## config.mk

```make
export PLATFORM = sky130hd
export DESIGN_NAME = char_lcd_text_to_expander_bytes_core_flat
export DESIGN_NICKNAME = d
export VERILOG_FILES = /design/src/rtl/lcdtx_pkg.sv /design/src/rtl/lcdtx_in_if.sv /design/src/rtl/lcdtx_out_if.sv /design/src/rtl/char_lcd_text_to_expander_bytes_core.sv /design/src/rtl/lcdtx_front.sv /design/src/rtl/lcdtx_queue.sv /design/src/rtl/lcdtx_back.sv /design/src/flat_wrapper.sv
export SDC_FILE = /design/constraint.sdc
export NUM_CORES = 1
export LEC_CHECK = 0
export BUFFER_PORTS_ARGS = -buffer_cell sky130_fd_sc_hd__buf_2
export CAP_MARGIN = 20
export CORE_MARGIN = 2
export CORE_UTILIZATION = 40
export CTS_CLUSTER_SIZE = 24
export DETAILED_ROUTE_END_ITERATION = 8
export GPL_TIMING_DRIVEN = 0
export HOLD_SLACK_MARGIN = 0.15
export PLACE_DENSITY = 0.54
export SETUP_SLACK_MARGIN = 0.3
export SYNTH_ARGS = -nofsm -noshare
export SYNTH_HDL_FRONTEND = slang
export SYNTH_SLANG_ARGS = --single-unit
```

## constraint.sdc

```tcl
create_clock -name clk -period 2.5 [get_ports clk]
set_clock_uncertainty 0.05 [all_clocks]
set_input_delay 0.5 -clock clk [delete_from_list [all_inputs] [get_ports clk]]
set_output_delay 0.5 -clock clk [all_outputs]
set_load 0.02 [all_outputs]
```

## src/rtl/lcdtx_pkg.sv

```systemverilog
// shared types, constants and the init nibble table for the lcd text writer
// no dependencies; the core, front, queue and back end refer to it by scoped names
package lcdtx_pkg;

	localparam int LINE_WIDTH = 16;
	localparam int MAX_CHARS  = 32;
	localparam int ROW_COUNT  = 2;

	localparam int ROW_W   = $clog2(ROW_COUNT + 1);
	localparam int COL_W   = $clog2(LINE_WIDTH + 1);
	localparam int TAKEN_W = $clog2(MAX_CHARS + 1);

	localparam int QUEUE_DEPTH = 2;
	localparam int QPTR_W      = $clog2(QUEUE_DEPTH);
	localparam int QCNT_W      = $clog2(QUEUE_DEPTH + 1);

	localparam int NIB_IDX_W = 4;

	localparam logic [7:0] NEWLINE_CODE = 8'd10;

	// nibble positions of the fixed sequence (init, and start is its tail)
	localparam logic [NIB_IDX_W-1:0] INIT_FIRST  = 4'd0;
	localparam logic [NIB_IDX_W-1:0] START_FIRST = 4'd10;
	localparam logic [NIB_IDX_W-1:0] SEQ_LAST    = 4'd13;

	// nibble positions of a text job: character, then cursor address
	localparam logic [NIB_IDX_W-1:0] TXT_CHAR_HI   = 4'd0;
	localparam logic [NIB_IDX_W-1:0] TXT_CHAR_LO   = 4'd1;
	localparam logic [NIB_IDX_W-1:0] TXT_CURSOR_HI = 4'd2;
	localparam logic [NIB_IDX_W-1:0] TXT_CURSOR_LO = 4'd3;

	localparam logic [7:0] BACKLIGHT_RESET = 8'd8;
	localparam logic [7:0] ENABLE_RESET    = 8'd4;
	localparam logic [7:0] SELECT_RESET    = 8'd1;
	localparam logic [6:0] LINE_BASE_RESET = 7'd64;

	typedef enum logic [1:0] {
		CMD_INIT  = 2'd0,
		CMD_START = 2'd1,
		CMD_CHAR  = 2'd2
	} cmd_t;

	typedef enum logic [1:0] {
		REG_BACKLIGHT = 2'd0,
		REG_ENABLE    = 2'd1,
		REG_SELECT    = 2'd2,
		REG_LINE_BASE = 2'd3
	} reg_idx_t;

	typedef struct packed {
		logic [7:0] backlight_mask;
		logic [7:0] enable_mask;
		logic [7:0] select_mask;
		logic [6:0] second_line_base;
	} cfg_t;

	// one unit of work for the back end: a run of nibbles, two bytes each
	typedef struct packed {
		logic                 is_text;
		logic [7:0]           data;
		logic [NIB_IDX_W-1:0] first;
		logic [NIB_IDX_W-1:0] stop;
	} job_t;

	// 0x30 x3, 0x20 (upper nibbles), 0x28, 0x0c, 0x06, 0x01, 0x80
	function automatic logic [3:0] seq_nibble(input logic [NIB_IDX_W-1:0] idx);
		logic [3:0] nib;
		case (idx)
			4'd0:    nib = 4'h3;
			4'd1:    nib = 4'h3;
			4'd2:    nib = 4'h3;
			4'd3:    nib = 4'h2;
			4'd4:    nib = 4'h2;
			4'd5:    nib = 4'h8;
			4'd6:    nib = 4'h0;
			4'd7:    nib = 4'hC;
			4'd8:    nib = 4'h0;
			4'd9:    nib = 4'h6;
			4'd10:   nib = 4'h0;
			4'd11:   nib = 4'h1;
			4'd12:   nib = 4'h8;
			4'd13:   nib = 4'h0;
			default: nib = 4'h0;
		endcase
		return nib;
	endfunction

endpackage

```

## src/rtl/lcdtx_in_if.sv

```systemverilog
// input channel of the lcd text writer: command, character, message end
// uses no package
interface lcdtx_in_if;
	logic       valid;
	logic       ready;
	logic [1:0] cmd;
	logic [7:0] char_code;
	logic       message_end;

	modport source(output valid, output cmd, output char_code, output message_end,
		input ready);
	modport sink(input valid, input cmd, input char_code, input message_end,
		output ready);
endinterface

```

## src/rtl/lcdtx_out_if.sv

```systemverilog
// output channel of the lcd text writer: one expander byte per beat
// uses no package
interface lcdtx_out_if;
	logic       valid;
	logic       ready;
	logic [7:0] bus_byte;
	logic       last;

	modport source(output valid, output bus_byte, output last, input ready);
	modport sink(input valid, input bus_byte, input last, output ready);
endinterface

```

## src/rtl/char_lcd_text_to_expander_bytes_core.sv

```systemverilog
// Text writer for a two-line HD44780 character display behind an I2C port
// expander in 4-bit mode. Each command (init, start message, character) turns
// into nibbles, each nibble into two expander bytes (enable high, then low),
// delivered one byte per clock while the output side takes them: a plain
// character gives 4 bytes, a character that wraps onto the second row 8, a
// newline 4 (none on the last row), start 8 and init 28. The byte emitter sets
// the rate; the front end takes a new command every cycle while the two-entry
// job queue has room.
// depends on lcdtx_pkg, lcdtx_in_if, lcdtx_out_if, lcdtx_front, lcdtx_queue, lcdtx_back
module char_lcd_text_to_expander_bytes_core (
	input  logic       clk,
	input  logic       arst_n,
	lcdtx_in_if.sink   in_ch,
	lcdtx_out_if.source out_ch,
	input  logic       cfg_we,
	input  logic [1:0] cfg_idx,
	input  logic [7:0] cfg_data
);

	lcdtx_pkg::cfg_t cfg_q;
	lcdtx_pkg::job_t wr_job, rd_job;
	logic            push, room, avail, pop;

	always_ff @(posedge clk or negedge arst_n) begin
		if (!arst_n) begin
			cfg_q.backlight_mask   <= lcdtx_pkg::BACKLIGHT_RESET;
			cfg_q.enable_mask      <= lcdtx_pkg::ENABLE_RESET;
			cfg_q.select_mask      <= lcdtx_pkg::SELECT_RESET;
			cfg_q.second_line_base <= lcdtx_pkg::LINE_BASE_RESET;
		end else if (cfg_we) begin
			case (cfg_idx)
				lcdtx_pkg::REG_BACKLIGHT: cfg_q.backlight_mask   <= cfg_data;
				lcdtx_pkg::REG_ENABLE:    cfg_q.enable_mask      <= cfg_data;
				lcdtx_pkg::REG_SELECT:    cfg_q.select_mask      <= cfg_data;
				lcdtx_pkg::REG_LINE_BASE: cfg_q.second_line_base <= cfg_data[6:0];
				default:                  cfg_q                  <= cfg_q;
			endcase
		end
	end

	lcdtx_front u_front (
		.clk    (clk),
		.arst_n (arst_n),
		.in_ch  (in_ch),
		.room   (room),
		.push   (push),
		.job    (wr_job)
	);

	lcdtx_queue u_queue (
		.clk    (clk),
		.arst_n (arst_n),
		.push   (push),
		.wr_job (wr_job),
		.room   (room),
		.avail  (avail),
		.pop    (pop),
		.rd_job (rd_job)
	);

	lcdtx_back u_back (
		.clk    (clk),
		.arst_n (arst_n),
		.cfg    (cfg_q),
		.avail  (avail),
		.rd_job (rd_job),
		.pop    (pop),
		.out_ch (out_ch)
	);

`ifndef SYNTHESIS
	a_push_has_room: assert property (@(posedge clk) disable iff (!arst_n)
		push |-> room)
		else $error("job issued into a full queue");

	a_job_order: assert property (@(posedge clk) disable iff (!arst_n)
		avail |-> rd_job.first <= rd_job.stop)
		else $error("queued job has an empty nibble run");

	a_init_issues: assert property (@(posedge clk) disable iff (!arst_n)
		(in_ch.valid && in_ch.ready && in_ch.cmd == lcdtx_pkg::CMD_INIT) |-> push)
		else $error("init command produced no job");
`endif

endmodule

```

## src/rtl/lcdtx_front.sv

```systemverilog
// front end: accepts commands, tracks cursor and message state, issues jobs
// depends on lcdtx_pkg and lcdtx_in_if
module lcdtx_front (
	input  logic               clk,
	input  logic               arst_n,
	lcdtx_in_if.sink           in_ch,
	input  logic               room,
	output logic               push,
	output lcdtx_pkg::job_t    job
);

	logic [lcdtx_pkg::ROW_W-1:0]   row_q, row_d, row_inc;
	logic [lcdtx_pkg::COL_W-1:0]   col_q, col_d, col_inc;
	logic [lcdtx_pkg::TAKEN_W-1:0] taken_q, taken_d;
	logic                          open_q, open_d;
	logic                          emit;
	logic                          accept;

	assign in_ch.ready = room;
	assign accept      = in_ch.valid && room;
	assign push        = accept && emit;
	assign row_inc     = row_q + 1'b1;
	assign col_inc     = col_q + 1'b1;

	always_comb begin
		row_d       = row_q;
		col_d       = col_q;
		taken_d     = taken_q;
		open_d      = open_q;
		emit        = 1'b0;
		job.is_text = 1'b0;
		job.data    = in_ch.char_code;
		job.first   = lcdtx_pkg::INIT_FIRST;
		job.stop    = lcdtx_pkg::SEQ_LAST;
		case (in_ch.cmd)
			lcdtx_pkg::CMD_INIT: begin
				emit    = 1'b1;
				row_d   = '0;
				col_d   = '0;
				taken_d = '0;
				open_d  = 1'b0;
			end
			lcdtx_pkg::CMD_START: begin
				emit      = 1'b1;
				job.first = lcdtx_pkg::START_FIRST;
				row_d     = '0;
				col_d     = '0;
				taken_d   = '0;
				open_d    = 1'b1;
			end
			lcdtx_pkg::CMD_CHAR: begin
				job.is_text = 1'b1;
				if (open_q && row_q < lcdtx_pkg::ROW_W'(lcdtx_pkg::ROW_COUNT)
						&& taken_q < lcdtx_pkg::TAKEN_W'(lcdtx_pkg::MAX_CHARS)) begin
					taken_d = taken_q + 1'b1;
					if (in_ch.char_code == lcdtx_pkg::NEWLINE_CODE) begin
						row_d     = row_inc;
						col_d     = '0;
						emit      = row_inc < lcdtx_pkg::ROW_W'(lcdtx_pkg::ROW_COUNT);
						job.first = lcdtx_pkg::TXT_CURSOR_HI;
						job.stop  = lcdtx_pkg::TXT_CURSOR_LO;
					end else begin
						emit      = 1'b1;
						job.first = lcdtx_pkg::TXT_CHAR_HI;
						job.stop  = lcdtx_pkg::TXT_CHAR_LO;
						col_d     = col_inc;
						if (col_inc >= lcdtx_pkg::COL_W'(lcdtx_pkg::LINE_WIDTH)) begin
							row_d = row_inc;
							col_d = '0;
							// line wrap also moves the display address when a further row follows
							if (row_inc < lcdtx_pkg::ROW_W'(lcdtx_pkg::ROW_COUNT)) begin
								job.stop = lcdtx_pkg::TXT_CURSOR_LO;
							end
						end
					end
				end
				if (in_ch.message_end) begin
					open_d = 1'b0;
				end
			end
			default: begin
				emit = 1'b0;
			end
		endcase
	end

	always_ff @(posedge clk or negedge arst_n) begin
		if (!arst_n) begin
			row_q   <= '0;
			col_q   <= '0;
			taken_q <= '0;
			open_q  <= 1'b0;
		end else if (accept) begin
			row_q   <= row_d;
			col_q   <= col_d;
			taken_q <= taken_d;
			open_q  <= open_d;
		end
	end

endmodule

```

## src/rtl/lcdtx_queue.sv

```systemverilog
// short job queue between front and back end
// depends on lcdtx_pkg
module lcdtx_queue (
	input  logic            clk,
	input  logic            arst_n,
	input  logic            push,
	input  lcdtx_pkg::job_t wr_job,
	output logic            room,
	output logic            avail,
	input  logic            pop,
	output lcdtx_pkg::job_t rd_job
);

	lcdtx_pkg::job_t                  mem_q [lcdtx_pkg::QUEUE_DEPTH];
	logic [lcdtx_pkg::QPTR_W-1:0]     wr_ptr_q, rd_ptr_q;
	logic [lcdtx_pkg::QCNT_W-1:0]     count_q;
	logic                             do_push, do_pop;

	assign room    = count_q != lcdtx_pkg::QCNT_W'(lcdtx_pkg::QUEUE_DEPTH);
	assign avail   = count_q != '0;
	assign do_push = push && room;
	assign do_pop  = pop && avail;
	assign rd_job  = mem_q[rd_ptr_q];

	always_ff @(posedge clk) begin
		if (do_push) begin
			mem_q[wr_ptr_q] <= wr_job;
		end
	end

	always_ff @(posedge clk or negedge arst_n) begin
		if (!arst_n) begin
			wr_ptr_q <= '0;
			rd_ptr_q <= '0;
			count_q  <= '0;
		end else begin
			if (do_push) begin
				wr_ptr_q <= (wr_ptr_q == lcdtx_pkg::QPTR_W'(lcdtx_pkg::QUEUE_DEPTH - 1))
					? '0 : wr_ptr_q + 1'b1;
			end
			if (do_pop) begin
				rd_ptr_q <= (rd_ptr_q == lcdtx_pkg::QPTR_W'(lcdtx_pkg::QUEUE_DEPTH - 1))
					? '0 : rd_ptr_q + 1'b1;
			end
			if (do_push && !do_pop) begin
				count_q <= count_q + 1'b1;
			end else if (do_pop && !do_push) begin
				count_q <= count_q - 1'b1;
			end
		end
	end

endmodule

```

## src/rtl/lcdtx_back.sv

```systemverilog
// back end: walks a job nibble by nibble and emits two expander bytes per nibble
// depends on lcdtx_pkg and lcdtx_out_if
module lcdtx_back (
	input  logic            clk,
	input  logic            arst_n,
	input  lcdtx_pkg::cfg_t cfg,
	input  logic            avail,
	input  lcdtx_pkg::job_t rd_job,
	output logic            pop,
	lcdtx_out_if.source     out_ch
);

	lcdtx_pkg::job_t                 job_q;
	logic                            busy_q;
	logic [lcdtx_pkg::NIB_IDX_W-1:0] idx_q;
	logic                            phase_q;
	logic                            valid_q;
	logic [7:0]                      byte_q;
	logic                            last_q;
	logic                            advance, final_beat;
	logic [3:0]                      nib;
	logic [7:0]                      sel, next_byte;

	assign advance    = busy_q && (!valid_q || out_ch.ready);
	assign final_beat = phase_q && idx_q == job_q.stop;
	assign pop        = avail && (!busy_q || (advance && final_beat));

	always_comb begin
		if (job_q.is_text) begin
			case (idx_q)
				lcdtx_pkg::TXT_CHAR_HI:   nib = job_q.data[7:4];
				lcdtx_pkg::TXT_CHAR_LO:   nib = job_q.data[3:0];
				lcdtx_pkg::TXT_CURSOR_HI: nib = {1'b1, cfg.second_line_base[6:4]};
				lcdtx_pkg::TXT_CURSOR_LO: nib = cfg.second_line_base[3:0];
				default:                  nib = 4'h0;
			endcase
		end else begin
			nib = lcdtx_pkg::seq_nibble(idx_q);
		end
		sel = (job_q.is_text && idx_q <= lcdtx_pkg::TXT_CHAR_LO) ? cfg.select_mask : 8'h00;
		// enable is high on the first byte of each pair
		next_byte = {nib, 4'h0} | sel | cfg.backlight_mask
			| (phase_q ? 8'h00 : cfg.enable_mask);
	end

	always_ff @(posedge clk) begin
		if (advance) begin
			byte_q <= next_byte;
			last_q <= final_beat;
		end
		if (pop) begin
			job_q <= rd_job;
		end
	end

	always_ff @(posedge clk or negedge arst_n) begin
		if (!arst_n) begin
			busy_q  <= 1'b0;
			idx_q   <= '0;
			phase_q <= 1'b0;
			valid_q <= 1'b0;
		end else begin
			if (advance) begin
				valid_q <= 1'b1;
				phase_q <= !phase_q;
				if (phase_q) begin
					idx_q <= idx_q + 1'b1;
				end
				if (final_beat) begin
					busy_q <= 1'b0;
				end
			end else if (out_ch.ready) begin
				valid_q <= 1'b0;
			end
			if (pop) begin
				busy_q  <= 1'b1;
				idx_q   <= rd_job.first;
				phase_q <= 1'b0;
			end
		end
	end

	assign out_ch.valid    = valid_q;
	assign out_ch.bus_byte = byte_q;
	assign out_ch.last     = last_q;

endmodule
```

## src/flat_wrapper.sv

```systemverilog
// flat-port wrapper written by rule: the top's interface ports become plain ports
module char_lcd_text_to_expander_bytes_core_flat 
  (clk, arst_n, cfg_we, cfg_idx, cfg_data, in_ch_valid, in_ch_cmd, in_ch_char_code, in_ch_message_end, in_ch_ready, out_ch_valid, out_ch_bus_byte, out_ch_last, out_ch_ready);
  lcdtx_in_if in_ch_i ();
  lcdtx_out_if out_ch_i ();
  input  logic clk;
  input  logic arst_n;
  input  logic cfg_we;
  input  logic [1:0] cfg_idx;
  input  logic [7:0] cfg_data;
  input wire logic [$bits(in_ch_i.valid)-1:0] in_ch_valid;
  input wire logic [$bits(in_ch_i.cmd)-1:0] in_ch_cmd;
  input wire logic [$bits(in_ch_i.char_code)-1:0] in_ch_char_code;
  input wire logic [$bits(in_ch_i.message_end)-1:0] in_ch_message_end;
  output wire logic [$bits(in_ch_i.ready)-1:0] in_ch_ready;
  output wire logic [$bits(out_ch_i.valid)-1:0] out_ch_valid;
  output wire logic [$bits(out_ch_i.bus_byte)-1:0] out_ch_bus_byte;
  output wire logic [$bits(out_ch_i.last)-1:0] out_ch_last;
  input wire logic [$bits(out_ch_i.ready)-1:0] out_ch_ready;
  assign in_ch_i.valid = in_ch_valid;
  assign in_ch_i.cmd = in_ch_cmd;
  assign in_ch_i.char_code = in_ch_char_code;
  assign in_ch_i.message_end = in_ch_message_end;
  assign in_ch_ready = in_ch_i.ready;
  assign out_ch_valid = out_ch_i.valid;
  assign out_ch_bus_byte = out_ch_i.bus_byte;
  assign out_ch_last = out_ch_i.last;
  assign out_ch_i.ready = out_ch_ready;
  char_lcd_text_to_expander_bytes_core u_core (.clk(clk), .arst_n(arst_n), .in_ch(in_ch_i), .out_ch(out_ch_i), .cfg_we(cfg_we), .cfg_idx(cfg_idx), .cfg_data(cfg_data));
endmodule
```

Word level (Yosys, flattened, before mapping) --
Memories as Yosys holds them, arrays and structs flattened. Index checks and enable logic that the tools add are counted.
Word-level totals: register bits 78, memory bits (writable) 34, memory bits (read-only) 64, word-level logic and storage cells 135, memories kept 2
Memories:
- (no name shown) | depth 16, bits a word 4, read ports 1, clocked after memory_dff 0, write ports 0, RTL line lcdtx_pkg.sv:68 | case (idx)
- u_core.u_queue.mem_q | depth 2, bits a word 17, read ports 1, clocked after memory_dff 0, write ports 1, RTL line lcdtx_queue.sv:14 | lcdtx_pkg::job_t mem_q [lcdtx_pkg::QUEUE_DEPTH];
Cells by class: add/sub/neg operators 8, $lt $le $gt $ge 5, eq/ne operators 14, mux-type cells 42, bitwise logic cells 3, reductions and logical operators 41
Operators with widths (number):
- $or 8x8->8 | 3
- $mux 4 | 5
- $mux 6 | 3
- $mux 8 | 2
- $pmux 4 s4 | 1
- $mux 1 | 15
- $mux 5 | 3
- $mux 2 | 7
- $reduce_bool 2->1 | 7
- $logic_and 1x1->1 | 13
- $pmux 6 s2 | 1
- $reduce_and 2->1 | 6
- $pmux 5 s2 | 1
- $eq 4x2->1 const B | 2
- $eq 8x4->1 const B | 1
- $pmux 4 s2 | 1
- $add 6x1->6 const B | 1
- $eq 2x2->1 const B | 3
- $lt 6x6->1 const B | 1
- $ne 2x2->1 const B | 3
- $reduce_and 3->1 | 2
- $add 5x1->5 const B | 1
- $ge 5x5->1 const B | 1
- $logic_not 1->1 | 5
- other kinds (19) | 25

Logic depth before layout (Yosys ltp) --
Gate-level depths: netlist (run 1).
depth after elaboration 11, gate-level depth with buffers 11, mapped depth without buffers 10

Cells and area by module --
A second synthesis (run 1) with hierarchy kept.
Second synthesis, totals: cell total of the unflattened synthesis 349, area total of the unflattened synthesis 5098.6 um^2
By module, submodules not included:
- lcdtx_queue | times used 1, cells an instance 71, area each 1473.9 um^2, seq. area each 1121.1 um^2
- lcdtx_back | times used 1, cells an instance 106, area each 1447.6 um^2, seq. area each 835.8 um^2
- char_lcd_text_to_expander_bytes_core | times used 1, cells an instance 66, area each 1176.1 um^2, seq. area each 780.7 um^2
- lcdtx_front | times used 1, cells an instance 106, area each 1001.0 um^2, seq. area each 350.3 um^2

Least setup slack after synthesis (run 1) --
Ideal clock, no wire load.
path kind input to register, start in in_ch_char_code[5], end reg u_core.u_queue.count_q[1] in the netlist's numbering, setup time 0.079 ns, data arrival time 2.159 ns, required time 2.371 ns, setup slack 0.211 ns, stages 8, path through or4_4 -> nor2_8 -> a21oi_2 -> o31ai_4 -> inv_1 -> ha_1 -> nor2_1 -> xor2_1
On the way: longest elaborated chain between the ends 9, elaborated cells on any way between the ends 11, classes of those cells eq/ne (1); mux (4); reduce/logical (6)
RTL lines:
- start, declared | RTL line flat_wrapper.sv:13 | input wire logic [$bits(in_ch_i.char_code)-1:0] in_ch_char_code;
- $eq 8x4->1 (*) | RTL line lcdtx_front.sv:56 | if (in_ch.char_code == lcdtx_pkg::NEWLINE_CODE) begin
- $mux 1 (*) | RTL line lcdtx_front.sv:56
- $mux 1 (*) | RTL line lcdtx_front.sv:53 | if (open_q && row_q < lcdtx_pkg::ROW_W'(lcdtx_pkg::ROW_COUNT)
- $pmux 1 s2 (*) | RTL line lcdtx_front.sv:35 | case (in_ch.cmd)
- $logic_and 1x1->1 (*) | RTL line lcdtx_front.sv:21 | assign push = accept && emit;
- $logic_and 1x1->1 (*) | RTL line lcdtx_queue.sv:21 | assign do_push = push && room;
- via u_core.u_queue.do_push | RTL line lcdtx_queue.sv:17 | logic do_push, do_pop;
- $logic_not 1->1 | RTL line lcdtx_queue.sv:47 | end else if (do_pop && !do_push) begin
- $logic_and 1x1->1 | RTL line lcdtx_queue.sv:47
- $reduce_bool 2->1 (no source line)
- end signal, assigned | RTL line lcdtx_queue.sv:46 | count_q <= count_q + 1'b1;
- end signal, assigned | RTL line lcdtx_queue.sv:48 | count_q <= count_q - 1'b1;
- end, declared | RTL line lcdtx_queue.sv:16 | logic [lcdtx_pkg::QCNT_W-1:0] count_q;
The timed path passes the listed nets; every way through them passes the cells marked *. A chain may end at the register's enable or synchronous reset.

Worst setup path in the final report (run 1) --
start in in_ch_char_code[0], end reg u_core.u_queue.count_q[1] in the netlist's numbering
The elaborated chain is that of the path after synthesis.

==> results.toml, run 1 <==
[grt]
grt.overflow.total = 0
grt_pass1_vias = 2718
grt_usage_pct = 15.4
grt_max_degree = 31
grt_first_pass_wirelength_um = 13800
grt_antenna_before_repair = 0

[route]
viasPerCell = 5.14
firstDrtPassIters = 4
ant_nets = 0
wl_um = 8540
dr.first_iter.drc_count = 99
drc = 0
vias = 2671
wl_per_cell_um = 16.4

[placement]
port_buffers = 36
routabilityCongestion = 0.761
post_dp_cell_area_um2 = 4860
dp_hpwl_um = 5980

[pwr]
ir_drop_v = 0.000368
pwr-share-clk_pct = 21.9
power.density_nw_per_um2 = 885
internal-power_uw = 3040
swShare_pct = 33.3
switching_power_uw = 1520
power_frac_seq_pct = 50.1
p_leak_uw = 0.00207
p_comb_share_pct = 28.0

[logic_synthesis]
synthDistinctLibCells = 51
yosys_register_bits = 102
synth_top_area_cell = "edfxtp_1"
synth.avg_cell_area_um2 = 14.0
synthArstFlopShare_pct = 54.9
synthCells = 319
synth_top_area_share_pct = 30.9
syn_nets = 359
synth_area_leaders = "edfxtp_1 31%, dfrtp_1 29%, mux2_2 11%, ha_1 3.9%, dfstp_2 2.3%"
ys.flop_type = "dfrtp_1"
seq_area_frac_synth_pct = 62.3
synth_edf_count = 46
synthesis.yosys.warnings = 0
netlist_area_um2 = 4470

[setup_path]
critical_path_class = "input pin to register"
slowest_delay_ns = 0.55
cp_max_fo = 4
cpMostUsedCell = "xor2_1"
critPathCaptureType = "register"
cp.arrival_ns = 2.35
startpoint_type = "input pin"
crit_chain = "buf_2, or4bb_4, nor2_8, a21oi_4, o31ai_4, inv_1, ha_2, xor2_1, nor2_1, xor2_1"
worstPathRequired_ns = 2.75
slowest_stage = "or4bb_4"

[clock_network]
cts_buffer_depth = 2
clkLatencyLatePin_ns = 0.37
root_buffer = "clkbuf_8"
clk_pin_slew_worst_paths_ns = 0.10
cts_sinks = 102
cts_buffers = 9
htreeDepth = 3
cts_tree = "yes"

[final_layout]
layout.area.seq_um2 = 2790
diodes = 0
multi_input_area_um2 = 1640
final_area_um2 = 5150
fin_util_pct = 47.3
n_fill_cell = 1004
drive_above_1_share_pct = 32.9
finalNetCount = 415
syn_to_final_growth_pct = 15.1

[timing]
period_share_pct = 84.2
max_freq_mhz = 475
slew_headroom_pct = 46.6
setup-violations-final = 0
fin_crit_ns = 2.11
rsz0062_at_grt = "no"
hold_ws_ns = 0.259
tightest_slew_ns = 0.798
slew_viol_final = 0
hold_viol_final = 0
finalSetupTns_ns = 0

[floorplanning]
start_util_pct = 41.1
rows = 38
die_h_um = 110
die_area_um2 = 12000
core_um2 = 10900
io_pins = 37
die-width_um = 110

[run_status]
outcome = "complete, no violations"

[hold_path]
worst_hold_path_type = "input pin to register"

[job]
maxCapViolCount = 0
-- timing repair --
item / 4_1_cts / 5_1_grt
endpoints found under the setup margin: 34 / 19
setup buffers: 0 / 6
resized for setup: 6 / 8
pin swaps: 0 / 5
hold buffers: 1 / 0
endpoints found under the hold margin: 25 / 0
-- flip-flops by register name, indices dropped and copies added (netlist names), 4 cells and up --
| name | cells |
|---|---|
| u_core.cfg_q | 31 |
| u_core.u_back.job_q | 11 |
| u_core.u_front.col_q | 5 |
| u_core.u_back.out_ch.bus_byte | 8 |
| u_core.u_front.taken_q | 6 |
| u_core.u_back.idx_q | 4 |
| u_core.u_queue.mem_q | 26 |
-- power by group through the flow --
stage | combinational, uW | clock (uW) | sequential, uW
floorplan | 841 | 0 | 2320
global placement | 1210 | 0 | 2310
detailed placement | 1230 | 0 | 2320
CTS | 1250 | 1030 | 2290
global route | 1430 | 1100 | 2320
finish | 1280 | 997 | 2280
-- cell usage after synthesis, drive strengths merged, types with 6 or more instances --
| master | instances |
|---|---|
| inv | 15 |
| nand2 | 11 |
| o21ai | 11 |
| dfrtp | 52 |
| nor2 | 23 |
| ha | 14 |
| edfxtp | 46 |
| xnor2 | 8 |
| mux2 | 43 |
| a221oi | 6 |
| a21oi | 6 |
| mux2i | 6 |
-- layer usage --
metal  vias to the layer above  share of wire (%)  GRT usage [%]
li1                       1295                  -              -
met1                      1327                 49           20.9
met2                        41                 48           24.8
met3                         8                2.7           3.14
met4                         0                1.1           4.88
met5                         -                  0              0
-- cells by family after synthesis --
| logic type | share of synthesized area [%] |
|---|---|
| multiplexers | 12.2 |
| AND/OR/NAND/NOR | 8.44 |
| AO/OA/AOI/OAI | 8.73 |
| flip-flops | 62.3 |
| XOR/XNOR | 2.54 |
| adder cells (fa/ha/maj) | 3.92 |
| buffers and inverters | 1.90 |
-- cells in the final DEF, fill, tap and decap left out, drive strengths merged, types with 2 or more instances in the layout --
cell,instances
a21oi,6
a221o,5
a221oi,6
a22o,3
a22oi,2
a31oi,3
a32oi,2
and3,2
buf,47
clkbuf,13
clkinv,2
dfrtp,52
dfstp,4
edfxtp,46
ha,14
inv,20
mux2,43
mux2i,6
nand2,11
nand2b,4
nand3,5
nand3b,2
nand4,4
nor2,23
nor2b,5
nor3,4
nor3b,3
o211ai,2
o21ai,11
o221ai,2
o31ai,2
xnor2,8
xor2,5
-- path summary, 6_finish.rpt --
path | to | cells past startpoint | slack (ns) | from
worst max-delay path | u_core.u_queue.count_q[1] | 10 | 0.39 | in_ch_char_code[0]
worst min-delay path | u_core.u_queue.mem_q[1][10] | 1 | 0.26 | in_ch_char_code[2]
worst max register to register | u_core.u_queue.count_q[1] | 9 | 0.43 | u_core.u_back.idx_q[2]
worst min register to register | u_core.cfg_q[12] | 1 | 0.46 | u_core.cfg_q[12]
max in group asynchronous | u_core.u_front.taken_q[2] | 3 | 1.14 | arst_n
min in group asynchronous | u_core.u_back.phase_q | 2 | 0.65 | arst_n
-- stage by stage --
step / worst slack (ns) / total power [uW] / std cells
floorplan: 0.211 / 3160 / 319
global placement: -0.333 / 3510 / 495
detailed placement: -0.374 / 3550 / 497
CTS: 0.294 / 4570 / 514
global route: 0.290 / 4850 / 520
finish: 0.395 / 4560 / 520
-- critical path, delay by kind of cell --
kind	cells	cell delay, ns
and+or+nand+nor	3	0.83
buffers and inverters	2	0.19
adders and majority gates	1	0.19
xor gates and xnor gates	2	0.28
AOI/OAI and AO/OA	2	0.36
-- area by class of cell --
type                       instances  share of cell area (%)
buffer                             7                   0.583
clock buffer                       9                    2.41
clock inverter                     7                    1.19
inverter                          15                    1.09
multi-input combinational        195                    31.9
sequential                       102                    54.2
tap                              140                    3.40
timing repair buffer              45                    5.22
Power figures use the tool's default switching activity.
==> run 2: changes to the inputs <==
- clock period: 2.5 -> 2.03 ns (I/O delays scaled with it)
==> run 2 against run 1 <==
- register-to-register slack got worse by 0.23 ns
- total power rose by 40%
- first-iteration DRC count fell by 23%
- critical path depth did not move
- die area did not move
- global-route usage rose by 0.77 points
- routed wire length rose by 7.0%
- via count rose by 7.9%
- sequential cell count did not move
- worst hold slack got worse by 0.069 ns
- utilization rose by 5.4 points
- design area rose by 11%
- largest cell class unchanged
- largest power group unchanged
==> results.toml, run 2 (same netlist as run 1, synthesis figures left out) <==
[floorplanning]
die-width_um = 110
start_util_pct = 41.1
rows = 38
die_area_um2 = 12000
core_um2 = 10900
io_pins = 37
die_h_um = 110

[grt]
grt_first_pass_wirelength_um = 14600
grt_pass1_vias = 2846
grt_antenna_before_repair = 0
grt.overflow.total = 0
grt_usage_pct = 16.1
grt_max_degree = 40

[setup_path]
worstPathRequired_ns = 2.26
critical_path_class = "input pin to register"
r2r_end = "u_core.u_queue.mem_q[0][1]"
slowest_stage = "or4_4"
cp_max_fo = 2
startpoint_type = "input pin"
r2r_slack_ns = 0.20
cp.arrival_ns = 2.10
slowest_delay_ns = 0.56
r2r_cells = 7
r2r-start = "u_core.u_front.row_q[1]"
crit_chain = "buf_6, or4_4, nor2_8, a21oi_4, o31ai_4, inv_2, ha_4, xor2_2, nor2_2, xor2_1"
critPathCaptureType = "register"

[timing]
slew_viol_final = 0
tightest_slew_ns = 0.740
period_share_pct = 92.0
hold_viol_final = 0
slew_headroom_pct = 50.5
max_freq_mhz = 536
setup-violations-final = 0
rsz0062_at_grt = "yes"
hold_ws_ns = 0.190
fin_crit_ns = 1.87
finalSetupTns_ns = 0

[pwr]
swShare_pct = 33.6
pwr-share-clk_pct = 19.3
p_comb_share_pct = 36.2
power.density_nw_per_um2 = 1110
ir_drop_v = 0.000501
switching_power_uw = 2150
power_frac_seq_pct = 44.5
internal-power_uw = 4240
p_leak_uw = 0.00231

[final_layout]
finalNetCount = 451
mostFrequentLayoutCells = "49 x dfrtp_1, 46 x edfxtp_1, 43 x mux2_2, 34 x buf_2, 32 x buf_4"
fin_util_pct = 52.7
drive_above_1_share_pct = 46.9
final_cells = 556
n_fill_cell = 956
diodes = 0
syn_to_final_growth_pct = 28.3
largestRegisters = "u_core.cfg_q (31), u_core.u_queue.mem_q (26), u_core.u_back.job_q (11)"
top_register = "u_core.cfg_q"
largest_register_ffs = 31
final_common_cell = "dfrtp_1"

[hold_path]
worst_hold_path_type = "input pin to register"
min-delay-start = "in_ch_char_code[3]"
holdPathEnd = "u_core.u_queue.mem_q[0][11]"
hold_depth = 1

[clock_network]
cts_buffers = 9
cts_sinks = 102
clkLatencyLatePin_ns = 0.36
clk_pin_slew_worst_paths_ns = 0.10
htreeDepth = 3
cts_buffer_depth = 2
cts_tree = "yes"
root_buffer = "clkbuf_8"

[route]
dr.first_iter.drc_count = 76
vias = 2883
drc = 0
viasPerCell = 5.19
wl_um = 9140
ant_nets = 0
firstDrtPassIters = 4
wl_per_cell_um = 16.4

[run_status]
outcome = "complete, no violations"

[placement]
dp_hpwl_um = 6010
port_buffers = 36
routabilityCongestion = 0.795
placedCellCount = 498

[job]
maxCapViolCount = 0
run 2: area by class of cell:
class	instances	area [um^2]	share of cell area, %
Multi-Input combinational cell	195	1850	32.2
Timing Repair Buffer	81	617	10.7
Inverter	15	61.3	1.07
Clock buffer	10	128	2.22
Clock inverter	6	57.6	1.00
Tap cell	140	175	3.05
Sequential cell	102	2790	48.6
Buffer	7	63.8	1.11
run 2: worst max-delay path by stage:
stage                                  endpoint  slack, ns                from
floorplan             u_core.u_queue.count_q[1]      -0.15  in_ch_char_code[5]
global placement    u_core.u_queue.mem_q[1][10]      -0.64        in_ch_cmd[0]
detailed placement  u_core.u_queue.mem_q[1][10]      -0.46        in_ch_cmd[0]
CTS                   u_core.u_queue.count_q[1]       0.11  in_ch_char_code[2]
global route          u_core.u_queue.count_q[1]       0.11  in_ch_char_code[6]
finish                u_core.u_queue.count_q[1]       0.16  in_ch_char_code[6]
run 2: metal layers:
metal	part of all wire, %	track usage [%]	up-vias
li1	-	-	1378
met1	46	21.8	1438
met2	49	26.5	56
met3	3.7	2.55	11
met4	1.2	5.52	0
met5	0	0	-
run 2: timing repair:
action | in CTS | in global routing
pin swaps | 20 | 21
hold buffers | 1 | 3
endpoints found under the setup margin | 61 | 63
gates resized for setup | 54 | 27
buffers inserted | 24 | 14
endpoints found under the hold margin | 17 | 6
cloned | 0 | 0
run 2: metrics by stage:
stage	total power (uW)	setup slack, ns	instance area [um^2]
finish	6390	0.163	5740
floorplan	3900	-0.145	4490
CTS	6130	0.111	5490
detailed placement	4390	-0.456	4880
global placement	4340	-0.639	4840
global route	6790	0.113	5740
run 2: power by group through the flow:
stage | sequential, uW | combinational [uW] | clock, uW
after floorplan | 2860 | 1040 | 0
after global placement | 2850 | 1490 | 0
after detailed placement | 2860 | 1530 | 0
after CTS | 2820 | 2030 | 1280
after global routing | 2890 | 2520 | 1370
final | 2840 | 2320 | 1230
run 2: worst max-delay path: cells and delay by family:
family          cells  cell delay (ns)
simple gates        3             0.80
buf+inv             2             0.17
fa+ha+maj           1             0.17
compound gates      2             0.27
xor+xnor            2             0.28
